File: config.mk
export PLATFORM = sky130hd
export DESIGN_NAME = charge_voltage_pwl_calibration_top_flat
export DESIGN_NICKNAME = d
export VERILOG_FILES = /design/src/rtl/cvpc_pkg.sv /design/src/rtl/cvpc_if.sv /design/src/rtl/cvpc_div.sv /design/src/rtl/charge_voltage_pwl_calibration_top.sv /design/src/flat_wrapper.sv
export SDC_FILE = /design/constraint.sdc
export NUM_CORES = 1
export LEC_CHECK = 0
export BUFFER_PORTS_ARGS = -buffer_cell sky130_fd_sc_hd__buf_2
export CAP_MARGIN = 5
export CELL_PAD_IN_SITES_DETAIL_PLACEMENT = 1
export CELL_PAD_IN_SITES_GLOBAL_PLACEMENT = 1
export CORE_MARGIN = 2
export CORE_UTILIZATION = 35
export CTS_CLUSTER_DIAMETER = 80
export DETAILED_ROUTE_END_ITERATION = 16
export MAX_ROUTING_LAYER = met4
export PLACE_DENSITY = 0.64
export SLEW_MARGIN = 20
export SYNTH_ARGS = -nofsm -noshare
export SYNTH_HDL_FRONTEND = slang
export SYNTH_HIERARCHICAL = 1
export SYNTH_SLANG_ARGS = --single-unit
File: constraint.sdc
create_clock -name clock -period 17.5 [get_ports clock]
set_input_delay 0 -clock clock [delete_from_list [all_inputs] [get_ports clock]]
set_output_delay 0 -clock clock [all_outputs]
set_load 0.02 [all_outputs]
File: src/rtl/cvpc_pkg.sv
// Shared constants, types and the calibration point table for the charge
// voltage calibration block. Used by the channel interfaces, the divider and the top level.
// Depends on nothing.
package cvpc_pkg;

   // Table size and stored calibration points
   localparam int TABLE_POINTS  = 28;
   localparam int STORED_POINTS = 28;

   // Field and register widths
   localparam int MV_W       = 16;
   localparam int STATUS_W   = 2;
   localparam int START_W    = 16;
   localparam int STEP_W     = 12;
   localparam int MARGIN_W   = 12;
   localparam int CSR_IDX_W  = 2;
   localparam int CSR_DATA_W = 16;

   localparam logic [15:0] CAL_POINTS [STORED_POINTS] = '{
      16'd3034,  16'd4021,  16'd4877,  16'd5696,  16'd6798,  16'd7867,  16'd8956,
      16'd10074, 16'd11163, 16'd12220, 16'd13275, 16'd14372, 16'd15430, 16'd16508,
      16'd17597, 16'd18649, 16'd19726, 16'd20792, 16'd21860, 16'd22922, 16'd23992,
      16'd25086, 16'd26110, 16'd27228, 16'd28252, 16'd29328, 16'd30377, 16'd31456
   };

   // Points past the stored ones continue at the spacing of the last segment
   localparam int LAST_GAP     = int'(CAL_POINTS[STORED_POINTS-1]) -
                                 int'(CAL_POINTS[STORED_POINTS-2]);
   localparam int EXTRA_POINTS = (TABLE_POINTS > STORED_POINTS) ?
                                 (TABLE_POINTS - STORED_POINTS) : 0;
   localparam int PT_LAST      = int'(CAL_POINTS[STORED_POINTS-1]) + EXTRA_POINTS * LAST_GAP;

   localparam int IDX_W  = $clog2(TABLE_POINTS);
   localparam int PT_W   = $clog2(PT_LAST + 1);
   localparam int SUM_W  = ((PT_W > MV_W) ? PT_W : MV_W) + 1;
   // Widest segment is below 2^11; offset into a segment stays below gap + margin
   localparam int DEN_W  = 11;
   localparam int MAG_W  = 13;
   localparam int PROD_W = STEP_W + MAG_W;
   localparam int CNT_W  = $clog2(PROD_W);
   localparam int BASE_W = STEP_W + IDX_W + 1;
   localparam int RES_W  = PROD_W + 2;

   // Register reset values
   localparam logic [START_W-1:0]  START_RESET  = START_W'(4000);
   localparam logic [STEP_W-1:0]   STEP_RESET   = STEP_W'(1000);
   localparam logic [MARGIN_W-1:0] MARGIN_RESET = MARGIN_W'(500);

   localparam logic [MV_W-1:0] MV_MAX = '1;

   typedef enum logic [CSR_IDX_W-1:0] {
      CSR_START_VOLTAGE = 2'd0,
      CSR_STEP          = 2'd1,
      CSR_MARGIN        = 2'd2
   } csr_index_type;

   localparam logic [STATUS_W-1:0] STATUS_OK   = 2'd0;
   localparam logic [STATUS_W-1:0] STATUS_LOW  = 2'd1;
   localparam logic [STATUS_W-1:0] STATUS_HIGH = 2'd2;

   typedef struct packed {
      logic done;
      logic rem_nz;
   } div_stat_type;

   function automatic logic [PT_W-1:0] point_at(input logic [IDX_W-1:0] idx);
      logic [PT_W-1:0] pt;
      if (int'(idx) < STORED_POINTS) begin
         pt = PT_W'(CAL_POINTS[idx]);
      end else begin
         pt = PT_W'(int'(CAL_POINTS[STORED_POINTS-1]) +
                    (int'(idx) - (STORED_POINTS - 1)) * LAST_GAP);
      end
      return pt;
   endfunction

endpackage

File: src/rtl/cvpc_if.sv
// Valid/ready channel interfaces for the charge voltage calibration block.
// Depends on cvpc_pkg for field widths.
interface cvpc_req_if;
   logic                        valid;
   logic                        ready;
   logic [cvpc_pkg::MV_W-1:0]   measured_mv;

   modport source (output valid, output measured_mv, input ready);
   modport sink   (input valid, input measured_mv, output ready);
endinterface

interface cvpc_rsp_if;
   logic                          valid;
   logic                          ready;
   logic [cvpc_pkg::MV_W-1:0]     adjusted_mv;
   logic [cvpc_pkg::STATUS_W-1:0] status;

   modport source (output valid, output adjusted_mv, output status, input ready);
   modport sink   (input valid, input adjusted_mv, input status, output ready);
endinterface

File: src/rtl/cvpc_div.sv
// Bit-serial restoring divider: one quotient bit per cycle.
// Depends on cvpc_pkg for widths and the status struct.
module cvpc_div (
   input  logic                          clock,
   input  logic                          reset,
   input  logic                          start,
   input  logic [cvpc_pkg::PROD_W-1:0]   dividend,
   input  logic [cvpc_pkg::DEN_W-1:0]    divisor,
   output logic [cvpc_pkg::PROD_W-1:0]   quotient,
   output cvpc_pkg::div_stat_type        stat
);

   logic [cvpc_pkg::PROD_W-1:0] num_ff, num_in;
   logic [cvpc_pkg::DEN_W-1:0]  rem_ff, rem_in;
   logic [cvpc_pkg::DEN_W-1:0]  den_ff, den_in;
   logic [cvpc_pkg::CNT_W-1:0]  cnt_ff, cnt_in;
   logic                        busy_ff, busy_in;
   logic                        done_ff, done_in;

   logic [cvpc_pkg::DEN_W:0]    rem_shift;
   logic                        fits;

   // Bring down the next dividend bit and try a subtract
   assign rem_shift = {rem_ff, num_ff[cvpc_pkg::PROD_W-1]};
   assign fits      = rem_shift >= {1'b0, den_ff};

   always_comb begin
      num_in  = num_ff;
      rem_in  = rem_ff;
      den_in  = den_ff;
      cnt_in  = cnt_ff;
      busy_in = busy_ff;
      done_in = 1'b0;
      if (start) begin
         num_in  = dividend;
         rem_in  = '0;
         den_in  = divisor;
         cnt_in  = cvpc_pkg::CNT_W'(cvpc_pkg::PROD_W - 1);
         busy_in = 1'b1;
      end else if (busy_ff) begin
         num_in = {num_ff[cvpc_pkg::PROD_W-2:0], fits};
         rem_in = fits ? cvpc_pkg::DEN_W'(rem_shift - {1'b0, den_ff})
                       : cvpc_pkg::DEN_W'(rem_shift);
         cnt_in = cnt_ff - cvpc_pkg::CNT_W'(1);
         if (cnt_ff == '0) begin
            busy_in = 1'b0;
            done_in = 1'b1;
         end
      end
   end

   always_ff @(posedge clock) begin
      if (reset) begin
         busy_ff <= 1'b0;
         done_ff <= 1'b0;
      end else begin
         busy_ff <= busy_in;
         done_ff <= done_in;
      end
      num_ff <= num_in;
      rem_ff <= rem_in;
      den_ff <= den_in;
      cnt_ff <= cnt_in;
   end

   assign quotient    = num_ff;
   assign stat.done   = done_ff;
   assign stat.rem_nz = |rem_ff;

endmodule

File: src/rtl/charge_voltage_pwl_calibration_top.sv
// Top level of the charge voltage calibration block: piecewise linear
// correction of a raw reading against the calibration point table.
// Depends on cvpc_pkg, cvpc_if (channel interfaces) and cvpc_div.
//
//   Channel  Direction  Handshake          Payload
//   req_if   in         valid/ready        measured_mv[15:0]
//   rsp_if   out        valid/ready        adjusted_mv[15:0], status[1:0]
//   csr_*    in         csr_we only        csr_index[1:0], csr_wdata[15:0]
//
// An in-range reading passes through one range check, a serial segment search over
// TABLE_POINTS-2 table points taken in turn, a difference step, a product step that loads
// the divider, the divide (25 quotient bits and a check for done) and a final step that
// loads the output register. A reading out of range goes from the range check straight
// to the output register step. The next request transfer is taken only after the
// previous item has been loaded into the output register.
// Reset is synchronous and active high; it restores the register defaults and empties the
// result register. A stalled result sits in the output register; a new request
// transfer is taken while it waits, and processing holds at the last step
// until the output register frees.
module charge_voltage_pwl_calibration_top (
   input  logic                              clock,
   input  logic                              reset,
   cvpc_req_if.sink                          req_if,
   cvpc_rsp_if.source                        rsp_if,
   input  logic                              csr_we,
   input  logic [cvpc_pkg::CSR_IDX_W-1:0]    csr_index,
   input  logic [cvpc_pkg::CSR_DATA_W-1:0]   csr_wdata
);

   typedef enum logic [2:0] {
      ST_IDLE,
      ST_CHECK,
      ST_SEARCH,
      ST_DIFF,
      ST_PROD,
      ST_DIVIDE,
      ST_DONE
   } state_type;

   state_type                          state_ff, state_in;

   // Configuration registers
   logic [cvpc_pkg::START_W-1:0]       start_ff, start_in;
   logic [cvpc_pkg::STEP_W-1:0]        step_ff, step_in;
   logic [cvpc_pkg::MARGIN_W-1:0]      margin_ff, margin_in;

   // Working registers for one item
   logic [cvpc_pkg::MV_W-1:0]          reading_ff, reading_in;
   logic [cvpc_pkg::IDX_W-1:0]         k_ff, k_in;
   logic [cvpc_pkg::IDX_W-1:0]         idx_ff, idx_in;
   logic                               neg_ff, neg_in;
   logic [cvpc_pkg::MAG_W-1:0]         mag_ff, mag_in;
   logic [cvpc_pkg::DEN_W-1:0]         den_ff, den_in;
   logic [cvpc_pkg::BASE_W-1:0]        base_ff, base_in;
   logic [cvpc_pkg::STATUS_W-1:0]      item_status_ff, item_status_in;

   // Output register
   logic                               rsp_valid_ff, rsp_valid_in;
   logic [cvpc_pkg::MV_W-1:0]          rsp_adj_ff, rsp_adj_in;
   logic [cvpc_pkg::STATUS_W-1:0]      rsp_status_ff, rsp_status_in;

   // Table lookups
   logic [cvpc_pkg::PT_W-1:0]          first_pt, last_pt, search_pt, lo_pt, hi_pt;
   logic                               too_low, too_high;
   logic [cvpc_pkg::SUM_W-1:0]         rd_ext, lo_ext;

   // Divider hookup
   logic                               div_start;
   logic [cvpc_pkg::PROD_W-1:0]        div_dividend;
   logic [cvpc_pkg::PROD_W-1:0]        div_quotient;
   cvpc_pkg::div_stat_type             div_stat;

   // Final sum
   logic [cvpc_pkg::RES_W-1:0]         q_mag;
   logic signed [cvpc_pkg::RES_W-1:0]  q_signed;
   logic signed [cvpc_pkg::RES_W-1:0]  res_sum;
   logic [cvpc_pkg::MV_W-1:0]          res_sat;
   logic                               out_free;

   assign first_pt  = cvpc_pkg::point_at('0);
   assign last_pt   = cvpc_pkg::point_at(cvpc_pkg::IDX_W'(cvpc_pkg::TABLE_POINTS - 1));
   assign search_pt = cvpc_pkg::point_at(idx_ff);
   assign lo_pt     = cvpc_pkg::point_at(k_ff);
   assign hi_pt     = cvpc_pkg::point_at(k_ff + cvpc_pkg::IDX_W'(1));

   assign rd_ext   = cvpc_pkg::SUM_W'(reading_ff);
   assign lo_ext   = cvpc_pkg::SUM_W'(lo_pt);
   assign too_low  = (rd_ext + cvpc_pkg::SUM_W'(margin_ff)) < cvpc_pkg::SUM_W'(first_pt);
   assign too_high = rd_ext > (cvpc_pkg::SUM_W'(last_pt) + cvpc_pkg::SUM_W'(margin_ff));

   // The multiply result lands straight in the divider's shift register
   assign div_start    = (state_ff == ST_PROD);
   assign div_dividend = cvpc_pkg::PROD_W'(step_ff) * cvpc_pkg::PROD_W'(mag_ff);

   cvpc_div u_div (
      .clock    (clock),
      .reset    (reset),
      .start    (div_start),
      .dividend (div_dividend),
      .divisor  (den_ff),
      .quotient (div_quotient),
      .stat     (div_stat)
   );

   // Floor toward minus infinity: a negative offset with a remainder rounds down
   assign q_mag    = cvpc_pkg::RES_W'(div_quotient) +
                     cvpc_pkg::RES_W'(neg_ff && div_stat.rem_nz);
   assign q_signed = neg_ff ? -signed'(q_mag) : signed'(q_mag);
   assign res_sum  = signed'(cvpc_pkg::RES_W'(base_ff)) + q_signed;

   always_comb begin
      if (res_sum < 0) begin
         res_sat = '0;
      end else if (res_sum > signed'(cvpc_pkg::RES_W'(cvpc_pkg::MV_MAX))) begin
         res_sat = cvpc_pkg::MV_MAX;
      end else begin
         res_sat = res_sum[cvpc_pkg::MV_W-1:0];
      end
   end

   assign out_free = !rsp_valid_ff || rsp_if.ready;

   always_comb begin
      state_in       = state_ff;
      start_in       = start_ff;
      step_in        = step_ff;
      margin_in      = margin_ff;
      reading_in     = reading_ff;
      k_in           = k_ff;
      idx_in         = idx_ff;
      neg_in         = neg_ff;
      mag_in         = mag_ff;
      den_in         = den_ff;
      base_in        = base_ff;
      item_status_in = item_status_ff;
      rsp_valid_in   = rsp_valid_ff;
      rsp_adj_in     = rsp_adj_ff;
      rsp_status_in  = rsp_status_ff;

      // Drop the result once the sink takes it
      if (rsp_valid_ff && rsp_if.ready) begin
         rsp_valid_in = 1'b0;
      end

      if (csr_we) begin
         unique case (csr_index)
            cvpc_pkg::CSR_START_VOLTAGE: start_in = csr_wdata[cvpc_pkg::START_W-1:0];
            cvpc_pkg::CSR_STEP:          step_in  = csr_wdata[cvpc_pkg::STEP_W-1:0];
            cvpc_pkg::CSR_MARGIN:        margin_in = csr_wdata[cvpc_pkg::MARGIN_W-1:0];
            default: ;
         endcase
      end

      unique case (state_ff)
         ST_IDLE: begin
            if (req_if.valid) begin
               reading_in = req_if.measured_mv;
               state_in   = ST_CHECK;
            end
         end
         ST_CHECK: begin
            k_in   = '0;
            idx_in = cvpc_pkg::IDX_W'(1);
            if (too_low) begin
               item_status_in = cvpc_pkg::STATUS_LOW;
               state_in       = ST_DONE;
            end else if (too_high) begin
               item_status_in = cvpc_pkg::STATUS_HIGH;
               state_in       = ST_DONE;
            end else begin
               item_status_in = cvpc_pkg::STATUS_OK;
               state_in       = (cvpc_pkg::TABLE_POINTS > 2) ? ST_SEARCH : ST_DIFF;
            end
         end
         ST_SEARCH: begin
            // Track the last point not above the reading
            if (cvpc_pkg::SUM_W'(search_pt) <= rd_ext) begin
               k_in = idx_ff;
            end
            if (idx_ff == cvpc_pkg::IDX_W'(cvpc_pkg::TABLE_POINTS - 2)) begin
               state_in = ST_DIFF;
            end else begin
               idx_in = idx_ff + cvpc_pkg::IDX_W'(1);
            end
         end
         ST_DIFF: begin
            neg_in   = rd_ext < lo_ext;
            mag_in   = (rd_ext < lo_ext) ? cvpc_pkg::MAG_W'(lo_ext - rd_ext)
                                         : cvpc_pkg::MAG_W'(rd_ext - lo_ext);
            den_in   = cvpc_pkg::DEN_W'(hi_pt - lo_pt);
            state_in = ST_PROD;
         end
         ST_PROD: begin
            base_in  = cvpc_pkg::BASE_W'(start_ff) +
                       cvpc_pkg::BASE_W'(k_ff) * cvpc_pkg::BASE_W'(step_ff);
            state_in = ST_DIVIDE;
         end
         ST_DIVIDE: begin
            if (div_stat.done) begin
               state_in = ST_DONE;
            end
         end
         ST_DONE: begin
            // Hold until the output register frees
            if (out_free) begin
               rsp_valid_in  = 1'b1;
               rsp_status_in = item_status_ff;
               rsp_adj_in    = (item_status_ff == cvpc_pkg::STATUS_OK) ? res_sat : '0;
               state_in      = ST_IDLE;
            end
         end
         default: state_in = ST_IDLE;
      endcase
   end

   always_ff @(posedge clock) begin
      if (reset) begin
         state_ff     <= ST_IDLE;
         start_ff     <= cvpc_pkg::START_RESET;
         step_ff      <= cvpc_pkg::STEP_RESET;
         margin_ff    <= cvpc_pkg::MARGIN_RESET;
         rsp_valid_ff <= 1'b0;
      end else begin
         state_ff     <= state_in;
         start_ff     <= start_in;
         step_ff      <= step_in;
         margin_ff    <= margin_in;
         rsp_valid_ff <= rsp_valid_in;
      end
      reading_ff     <= reading_in;
      k_ff           <= k_in;
      idx_ff         <= idx_in;
      neg_ff         <= neg_in;
      mag_ff         <= mag_in;
      den_ff         <= den_in;
      base_ff        <= base_in;
      item_status_ff <= item_status_in;
      rsp_adj_ff     <= rsp_adj_in;
      rsp_status_ff  <= rsp_status_in;
   end

   assign req_if.ready       = (state_ff == ST_IDLE);
   assign rsp_if.valid       = rsp_valid_ff;
   assign rsp_if.adjusted_mv = rsp_adj_ff;
   assign rsp_if.status      = rsp_status_ff;

   // A rejected reading never carries a voltage
   a_reject_zero: assert property (@(posedge clock) disable iff (reset)
      (rsp_valid_ff && rsp_status_ff != cvpc_pkg::STATUS_OK) |-> (rsp_adj_ff == '0))
      else $error("rejected result carries nonzero voltage");

   a_status_code: assert property (@(posedge clock) disable iff (reset)
      rsp_valid_ff |-> (rsp_status_ff == cvpc_pkg::STATUS_OK ||
                        rsp_status_ff == cvpc_pkg::STATUS_LOW ||
                        rsp_status_ff == cvpc_pkg::STATUS_HIGH))
      else $error("result status out of range");

   a_segment_range: assert property (@(posedge clock) disable iff (reset)
      (state_ff == ST_DIFF || state_ff == ST_PROD || state_ff == ST_DIVIDE) |->
      (k_ff <= cvpc_pkg::IDX_W'(cvpc_pkg::TABLE_POINTS - 2)))
      else $error("segment index past the last segment");

   a_div_done_state: assert property (@(posedge clock) disable iff (reset)
      div_stat.done |-> (state_ff == ST_DIVIDE))
      else $error("divider finished outside the divide step");

   a_ok_after_divide: assert property (@(posedge clock) disable iff (reset)
      (state_ff == ST_DONE && $past(state_ff) == ST_DIVIDE) |->
      (item_status_ff == cvpc_pkg::STATUS_OK))
      else $error("divided item flagged out of range");

endmodule
File: src/flat_wrapper.sv
// flat-port wrapper written by rule: the top's interface ports become plain ports
module charge_voltage_pwl_calibration_top_flat 
  (clock, reset, csr_we, csr_index, csr_wdata, req_if_valid, req_if_measured_mv, req_if_ready, rsp_if_valid, rsp_if_adjusted_mv, rsp_if_status, rsp_if_ready);
  cvpc_req_if req_if_i ();
  cvpc_rsp_if rsp_if_i ();
  input  logic clock;
  input  logic reset;
  input  logic csr_we;
  input  logic [cvpc_pkg::CSR_IDX_W-1:0] csr_index;
  input  logic [cvpc_pkg::CSR_DATA_W-1:0] csr_wdata;
  input wire logic [$bits(req_if_i.valid)-1:0] req_if_valid;
  input wire logic [$bits(req_if_i.measured_mv)-1:0] req_if_measured_mv;
  output wire logic [$bits(req_if_i.ready)-1:0] req_if_ready;
  output wire logic [$bits(rsp_if_i.valid)-1:0] rsp_if_valid;
  output wire logic [$bits(rsp_if_i.adjusted_mv)-1:0] rsp_if_adjusted_mv;
  output wire logic [$bits(rsp_if_i.status)-1:0] rsp_if_status;
  input wire logic [$bits(rsp_if_i.ready)-1:0] rsp_if_ready;
  assign req_if_i.valid = req_if_valid;
  assign req_if_i.measured_mv = req_if_measured_mv;
  assign req_if_ready = req_if_i.ready;
  assign rsp_if_valid = rsp_if_i.valid;
  assign rsp_if_adjusted_mv = rsp_if_i.adjusted_mv;
  assign rsp_if_status = rsp_if_i.status;
  assign rsp_if_i.ready = rsp_if_ready;
  charge_voltage_pwl_calibration_top u_core (.clock(clock), .reset(reset), .req_if(req_if_i), .rsp_if(rsp_if_i), .csr_we(csr_we), .csr_index(csr_index), .csr_wdata(csr_wdata));
endmodule
======== Word-level counts from Yosys, hierarchy flattened ========
Memory sizes are Yosys's and may differ from the RTL's.
Cells that the tools add are included.
word-level totals
  register bits after elaboration ......... 187
  input bits .............................. 39
  output and inout bits ................... 20
  ROM bits ................................ 1536
  word-level logic and storage cells ...... 136
  memories kept ........................... 3
memories
  memory           words  width  read ports  clocked after Yosys merged registers in  write ports  RTL line        RTL
  (no name shown)  32     16     1           0                                        0            cvpc_pkg.sv:69  pt = PT_W'(CAL_POINTS[idx]);
  (no name shown)  32     16     1           0                                        0            cvpc_pkg.sv:69
  (no name shown)  32     16     1           0                                        0            cvpc_pkg.sv:69
cells by class
  reductions and logical operators ........ 21
  equal/unequal tests ..................... 15
  magnitude comparators ................... 13
  multiplexer cells ....................... 34
  $mul .................................... 5
  bitwise operators ....................... 5
  add/sub/neg operators ................... 19
operator list
  operator                count
  $mux 15                 6
  $mul 32x12->15 const B  2
  $mux 25                 2
  $mux 11                 4
  $add 12x15->15 const A  2
  $add 19x27->27          1
  $gt 27x17->1 const B    1
  $lt 27x1->1 const B     1
  $mux 27                 1
  $neg 27->27             1
  $add 25x1->26           1
  $sub 13x13->13          2
  $mul 12x13->25          1
  $sub 11x11->11          2
  $pmux 3 s7              1
  $pmux 5 s2              2
  $add 16x17->18          1
  $ge 6x6->1 const B      3
  $mux 3                  6
  $not 5->6               3
  $sub 5x5->6 const B     3
  $add 16x12->17          1
  $lt 17x12->1 const B    1
  $mul 5x12->17           1
  36 further kinds        63

======== Depth between registers and ports, before layout ========
Gate-level depths: netlist of run 1.
  depth after elaboration ................. 8
  mapped depth ............................ 36
  depth with buffers taken out ............ 34

======== Hierarchy ========
Netlist of run 1, hierarchy kept.
by module, submodules not included
  module                              sequential area each (um^2)  instances  cells each  area each (um^2)
  charge_voltage_pwl_calibration_top  3553.4                       1          2588        22074.9
  cvpc_div                            1441.4                       1          247         2844.0

======== Worst setup path before layout of run 1 ========
Ideal clock, no wire load.
  path type ............................... register to register
  start point ............................. register u_core/k_ff[0] (netlist bit)
  end point ............................... register u_core/mag_ff[11] (netlist bit), data pin
  data required time ...................... 17.234 ns
  library setup time ...................... 0.266 ns
  cell stages (with the launch flop) ...... 37
  slack ................................... 9.785 ns
  arrival time ............................ 7.449 ns
  buffers on the path ..................... 4
  period minus slack after synthesis ...... 7.715 ns
  cells stage by stage .................... edfxtp_1 > ha_1 > clkbuf_1 > clkinv_1 > ha_1 > clkbuf_1 > clkbuf_1 > clkbuf_1 > xor2_1 > ha_1 > inv_1 > fa_1 > inv_1 > ha_1 > ha_1 > inv_1 > fa_1 > inv_1 > a21oi_1 > o21bai_1 > a21oi_1 > o21bai_1 > xor2_1 > nor2_1 > a21oi_1 > a21oi_1 > inv_1 > ha_1 > nand3_1 > nor2_1 > a31o_2 > a2111oi_0 > o21ai_1 > mux2_2 > o221a_2 > o221ai_1 > xor2_1
on the way
  word-level cells in the longest chain between the ends .. 7
  elaborated cells on any way between the ends .. 13
  classes of those cells .................. add/sub (4); mul (1); order compare (2); mux (4); bitwise (1); memory (1)
ends and longest elaborated chain
  item                                                                    RTL line                                   RTL
  from (decl)                                                             charge_voltage_pwl_calibration_top.sv:49   logic [cvpc_pkg::IDX_W-1:0] k_ff, k_in;
  from (signal assigned)                                                  charge_voltage_pwl_calibration_top.sv:231  k_ff <= k_in;
  parallel branches: the longest is 4 deep, another holds $mul 32x12->15  -
  $mux 15 (*)                                                             cvpc_pkg.sv:68                             if (int'(idx) < STORED_POINTS) begin
  $sub 13x13->13, or another cell as far along                            charge_voltage_pwl_calibration_top.sv:189  : cvpc_pkg::MAG_W'(rd_ext - lo_ext);
  $mux 13 (*)                                                             charge_voltage_pwl_calibration_top.sv:188  mag_in = (rd_ext < lo_ext) ? cvpc_pkg::MAG_W'(lo_ext - rd_ext)
  to (signal assigned)                                                    charge_voltage_pwl_calibration_top.sv:234  mag_ff <= mag_in;
  to (decl)                                                               charge_voltage_pwl_calibration_top.sv:52   logic [cvpc_pkg::MAG_W-1:0] mag_ff, mag_in;
Mark *: on every way between the ends. The select of a mux whose other input is x is not followed.
A chain may end at the register's enable or synchronous reset.

======== Worst setup path in the final report of run 1 ========
  start point ............................. register u_core/k_ff[1] (netlist bit)
  end point ............................... register u_core/mag_ff[11] (netlist bit), data pin
Same word-level chain as after synthesis.

==> impl_metrics.json, run 1 <==
{
  "drt-initial-drc-count": 1083,
  "synth-seq-cells": 187,
  "synthCells": 2835,
  "cp_common_cell": "ha_1",
  "relSlewSlack_pct": 25.0,
  "register_area_um2": 4990,
  "outcome": "completed",
  "fmax_mhz": 109,
  "synth_area_leaders": "ha_1, edfxtp_1, fa_1, inv_1, dfxtp_1",
  "clkLatencyLatePin_ps": 510,
  "min_period_ps": 9200,
  "gr-total-overflow": 0,
  "final_max_slew_viol_count": 0,
  "cts_max_level": 4,
  "clockBufferDepth": 2,
  "design.die.area_um2": 73300,
  "rows": 97,
  "cts_buffers": 17,
  "critPathMaxStageDelay_ps": 910,
  "hp-class": "in2reg",
  "coreArea_um2": 70300,
  "syn_nets": 3399,
  "synthArstFlopShare_pct": 0,
  "cts_tree": "built",
  "die_x_um": 271,
  "maxCapViolCount": 0,
  "dpl.hpwl_mm": 61.9,
  "synth.top_cell.area_share_pct": 17.1,
  "required_ps": 17750,
  "synth_edf_count": 125,
  "start_kind": "flop",
  "fin_hold_ws_ps": 43.5,
  "wl_per_cell_um": 20.4,
  "track_usage_pct": 22.2,
  "port_buffers": 58,
  "io_pins": 59,
  "antenna_found_initial": 1,
  "area_growth_pct": 8.15,
  "fin_worst_skew_ps": 13.5,
  "final_common_cell": "inv_1",
  "crit_path_end_kind": "flop",
  "grt_first_pass_wirelength_mm": 124,
  "multiInputGateArea_um2": 18100,
  "critPathMaxFanout": 28,
  "fin_nets": 3400,
  "finalSetupViolations": 0,
  "syn_area_um2": 24900,
  "grt_pass1_vias": 22322,
  "cts_resized": 0,
  "hold_violations": 0,
  "rsz0062_at_grt": "false",
  "arrival_ps": 9460,
  "fin_crit_sh_pct": 52.6,
  "cts.sinks": 187,
  "tightest_slew_ps": 1120,
  "synth_cell_type_count": 101,
  "final_antenna_net_count": 0,
  "start_util_pct": 35.5,
  "route.vias.total": 20393,
  "final_layout_size_suffix_gt1_share_pct": 7.06,
  "root_buffer": "clkbuf_16",
  "drc_errors": 0,
  "yosys_warnings": 6,
  "synth_top_cell_by_area": "ha_1",
  "fin_tns_setup_ps": 0,
  "grt_max_degree": 69,
  "crit_type": "reg2reg",
  "syn_area_per_cell_um2": 8.79,
  "fillCellCount": 8164,
  "crit_slowest_cell": "edfxtp_1",
  "routed_wl_mm": 77.3,
  "first_pass_iters": 5,
  "path_clk_slew_ps": 80,
  "mostFrequentLayoutCells": "inv_1, ha_1, nand2_1",
  "yosysSeqAreaShare_pct": 20.0,
  "die_h_um": 271,
  "gp_congestion": 0.867,
  "ys.flop_type": "edfxtp_1",
  "vias_per_cell": 5.38
}
[cells in the mapped netlist, types with 19 or more instances]
cell type,count
inv_1,342
ha_1,340
nand2_1,315
fa_1,185
a21oi_1,178
nor2_1,131
edfxtp_1,125
xnor2_1,122
o21ai_0,118
clkbuf_1,104
and2_1,88
dfxtp_1,62
nand3_1,60
xor2_1,58
a21o_1,45
nor3_1,41
a31oi_1,35
mux2_2,32
a211oi_1,30
o21bai_1,26
mux2i_1,25
nand2b_1,24
nand3b_1,21
nand4_1,19
[cell families (layout without fill, tap and decap cells)]
group                      after synthesis  in the layout  synth area share (%)
xor gates and xnor gates               181            181                  6.39
AOI/OAI and AO/OA                      595            595                  15.6
muxes                                   60             60                  2.69
other                                    0              1                     0
DFF                                    187            187                  20.0
buffers and inverters                  479            493                  7.50
adders and majority gates              525            525                  31.9
and+or+nand+nor                        808            808                  15.9
[per-layer routing]
layer / global-route usage, % / up-vias / share of wire (%)
met5: - / - / 0
met4: 6.11 / 0 / 2.1
met3: 2.39 / 77 / 2.6
met2: 38.2 / 290 / 50
met1: 27.5 / 10332 / 45
li1: - / 9694 / -
[final cells by class]
cell class | instances | area share (%)
clock buffers | 18 | 1.59
clock inverters | 14 | 0.594
multi-input cells | 2169 | 67.1
diodes | 1 | 0.00929
repair buffers | 116 | 3.00
flip-flops and latches | 187 | 18.5
well taps | 940 | 4.36
inverters | 345 | 4.81
[through the flow]
step                      cell area, um2  worst slack, ps  std cells  util (%)
after floorplan                    24900             9790       2835         -
after global placement             26000             8650       3724      37.0
after detailed placement           26000             8350       3724      37.0
after CTS                          26900             8320       3789      38.3
after global routing               26900             7610       3789      38.3
final                              26900             8300       3790      38.4
[state kept, by name, indices dropped and copies added, names as in the netlist, 11 cells and up]
| signal | count |
|---|---|
| u_core/u_div/den_ff | 11 |
| u_core/u_div/rem_ff | 11 |
| u_core/start_ff | 16 |
| u_core/den_ff | 11 |
| u_core/step_ff | 12 |
| u_core/u_div/quotient | 25 |
| u_core/reading_ff | 16 |
| u_core/mag_ff | 13 |
| u_core/margin_ff | 12 |
| u_core/rsp_if.adjusted_mv | 16 |
| u_core/base_ff | 18 |
[path summary, 6_finish.rpt]
check	from	endpoint	slack, ps	cells past startpoint
worst min-delay path	req_if_valid	u_core/state_ff[0]$_SDFFE_PP0P_	40	5
worst max register to register	u_core/k_ff[1]$_SDFFCE_PN0P_	u_core/mag_ff[11]$_DFFE_PP_	8300	35
worst max-delay path	u_core/k_ff[1]$_SDFFCE_PN0P_	u_core/mag_ff[11]$_DFFE_PP_	8300	35
worst min register to register	u_core/den_ff[0]$_DFFE_PP_	u_core/u_div/den_ff[0]$_DFFE_PP_	430	0
[worst max-delay path, delay by kind of cell, from the launching register on]
| family | cells | cell delay (ps) |
|---|---|---|
| fa+ha+maj | 9 | 3410 |
| compound gates | 11 | 2110 |
| buf+inv | 9 | 1680 |
| flops | 1 | 910 |
| mux | 1 | 310 |
| simple gates | 3 | 290 |
| xor+xnor | 2 | 200 |
[repair_timing]
| action | CTS | global route |
|---|---|---|
| hold buffers | 33 | 0 |
| buffers inserted | 0 | 0 |
| endpoints found under the hold margin | 57 | 0 |
Power of run 1 is not shown: default switching activity piles up to over one toggle a cycle in this logic, so the estimate is an artifact.
==> run 2: changes to the inputs <==
PLACE_DENSITY = 0.66   (was 0.64)
clock period = 7.6 ns   (was 17.5 ns; I/O delays follow)
==> impl_metrics.json, run 2 (synthesis gave the netlist of run 1 again) <==
{
  "track_usage_pct": 21.6,
  "design.die.area_um2": 73300,
  "arrival_ps": 7320,
  "gr-total-overflow": 0,
  "vias_per_cell": 5.37,
  "drt-initial-drc-count": 1172,
  "finalSetupViolations": 0,
  "antenna_found_initial": 3,
  "fmax_mhz": 141,
  "critPathMaxStageDelay_ps": 490,
  "min_period_ps": 7090,
  "die_h_um": 271,
  "final_antenna_net_count": 0,
  "first_pass_iters": 5,
  "rows": 97,
  "hold_violations": 0,
  "grt_max_degree": 62,
  "cts.sinks": 187,
  "stdcell_count": 3819,
  "worst-path-buf-inv": 6,
  "final_layout_size_suffix_gt1_share_pct": 8.17,
  "start_kind": "flop",
  "gp_congestion": 0.867,
  "final_max_slew_viol_count": 0,
  "cts_tree": "built",
  "final_common_cell": "inv_1",
  "dp.cells": 3750,
  "worstRegToRegCells": 33,
  "crit_slowest_cell": "fa_1",
  "fin_nets": 3429,
  "drc_errors": 0,
  "timing.rr.start": "u_core/k_ff[1]$_SDFFCE_PN0P_",
  "required_ps": 7840,
  "crit_start": "u_core/k_ff[1]$_SDFFCE_PN0P_",
  "critPathMaxFanout": 7,
  "die_x_um": 271,
  "mostFrequentLayoutCells": "inv_1, ha_1, nand2_1",
  "cts_buffers": 17,
  "cp_common_cell": "ha_1",
  "crit_family": "adder cells",
  "hp-class": "in2reg",
  "crit_type": "reg2reg",
  "r2r_slack_ps": 510,
  "relSlewSlack_pct": 41.2,
  "wl_per_cell_um": 19.8,
  "tightest_slew_ps": 873,
  "maxCapViolCount": 0,
  "largest_reg_flops": 25,
  "crit_path_end": "u_core/mag_ff[11]$_DFFE_PP_",
  "root_buffer": "clkbuf_16",
  "port_buffers": 58,
  "r2r-end": "u_core/mag_ff[11]$_DFFE_PP_",
  "routed_wl_mm": 75.7,
  "crit_path_end_kind": "flop",
  "fin_crit_sh_pct": 93.2,
  "dpl.hpwl_mm": 61.3,
  "fin_worst_skew_ps": 14.1,
  "grt_pass1_vias": 21817,
  "clkLatencyLatePin_ps": 490,
  "route.vias.total": 20525,
  "fin_tns_setup_ps": 0,
  "io_pins": 59,
  "grt_first_pass_wirelength_mm": 123,
  "area_growth_pct": 9.02,
  "worstSetupPathDepth": 33,
  "path_clk_slew_ps": 80,
  "start_util_pct": 35.5,
  "cts_max_level": 4,
  "outcome": "completed",
  "clockBufferDepth": 2,
  "rsz0062_at_grt": "false",
  "coreArea_um2": 70300
}
[run 2: cell count changes in the layout (fill, tap and decap cells not counted), moves of 2 or more]
cell,delta
inv_6,-3
bufinv_16,-2
o21ai_0,-3
clkinv_4,-2
clkinv_8,+3
buf_4,+29
inv_8,+3
clkinv_1,-2
o21ai_1,+3
inv_4,+3
[run 2: cell type report]
class                           count  area, um2
Clock inverter                     15        151
Antenna cell                        1       2.50
Timing Repair Buffer              145       1030
Tap cell                          940       1180
Multi-Input combinational cell   2169      18100
Fill cell                        8162      43100
Sequential cell                   187       4990
Inverter                          345       1300
Clock buffer                       17        425
[run 2: routing by layer]
metal  GRT usage, %  up-vias  routed length [um]
li1               -     9771                   -
met1           28.2    10387               35500
met2           35.7      283               36500
met3           2.44       84                2170
met4           5.61        0                1590
met5              -        -                   0
[run 2: tightest hold or removal path: cells and delay by family]
kind	cells	cell delay [ps]
AO/OA/AOI/OAI	1	50
buffers and inverters	2	340
AND/OR/NAND/NOR	2	140
[run 2: through the flow]
step / utilization [%] / cell area [um2] / setup WS, ps / hold slack (ps)
after floorplan: - / 24900 / 74.5 / 76.8
after global placement: 37.3 / 26200 / 466 / 178
after detailed placement: 37.3 / 26200 / 272 / 178
after CTS: 38.6 / 27100 / 245 / 45.4
after global routing: 38.7 / 27200 / 27.4 / 87.7
final: 38.7 / 27200 / 514 / 79.3
[run 2: worst min-delay path by stage]
stage,startpoint,to,slack (ps),cells after the start
after floorplan,reset,u_core/u_div/done_ff$_SDFF_PP0_,80,1
after global placement,req_if_measured_mv[3],u_core/reading_ff[3]$_DFFE_PP_,180,1
after detailed placement,req_if_measured_mv[3],u_core/reading_ff[3]$_DFFE_PP_,180,1
after CTS,csr_index[1],u_core/start_ff[1]$_SDFFE_PP0P_,50,5
after global routing,csr_index[0],u_core/start_ff[0]$_SDFFE_PP0P_,90,5
final,csr_index[1],u_core/start_ff[1]$_SDFFE_PP0P_,80,5
[run 2: repair_timing]
action | CTS | global route
buffers inserted | 0 | 3
hold endpoints to repair | 57 | 0
hold buffers | 33 | 0
resized for setup | 0 | 8
endpoints found under the setup margin | 0 | 10
Power of run 2 is left out for the same reason.
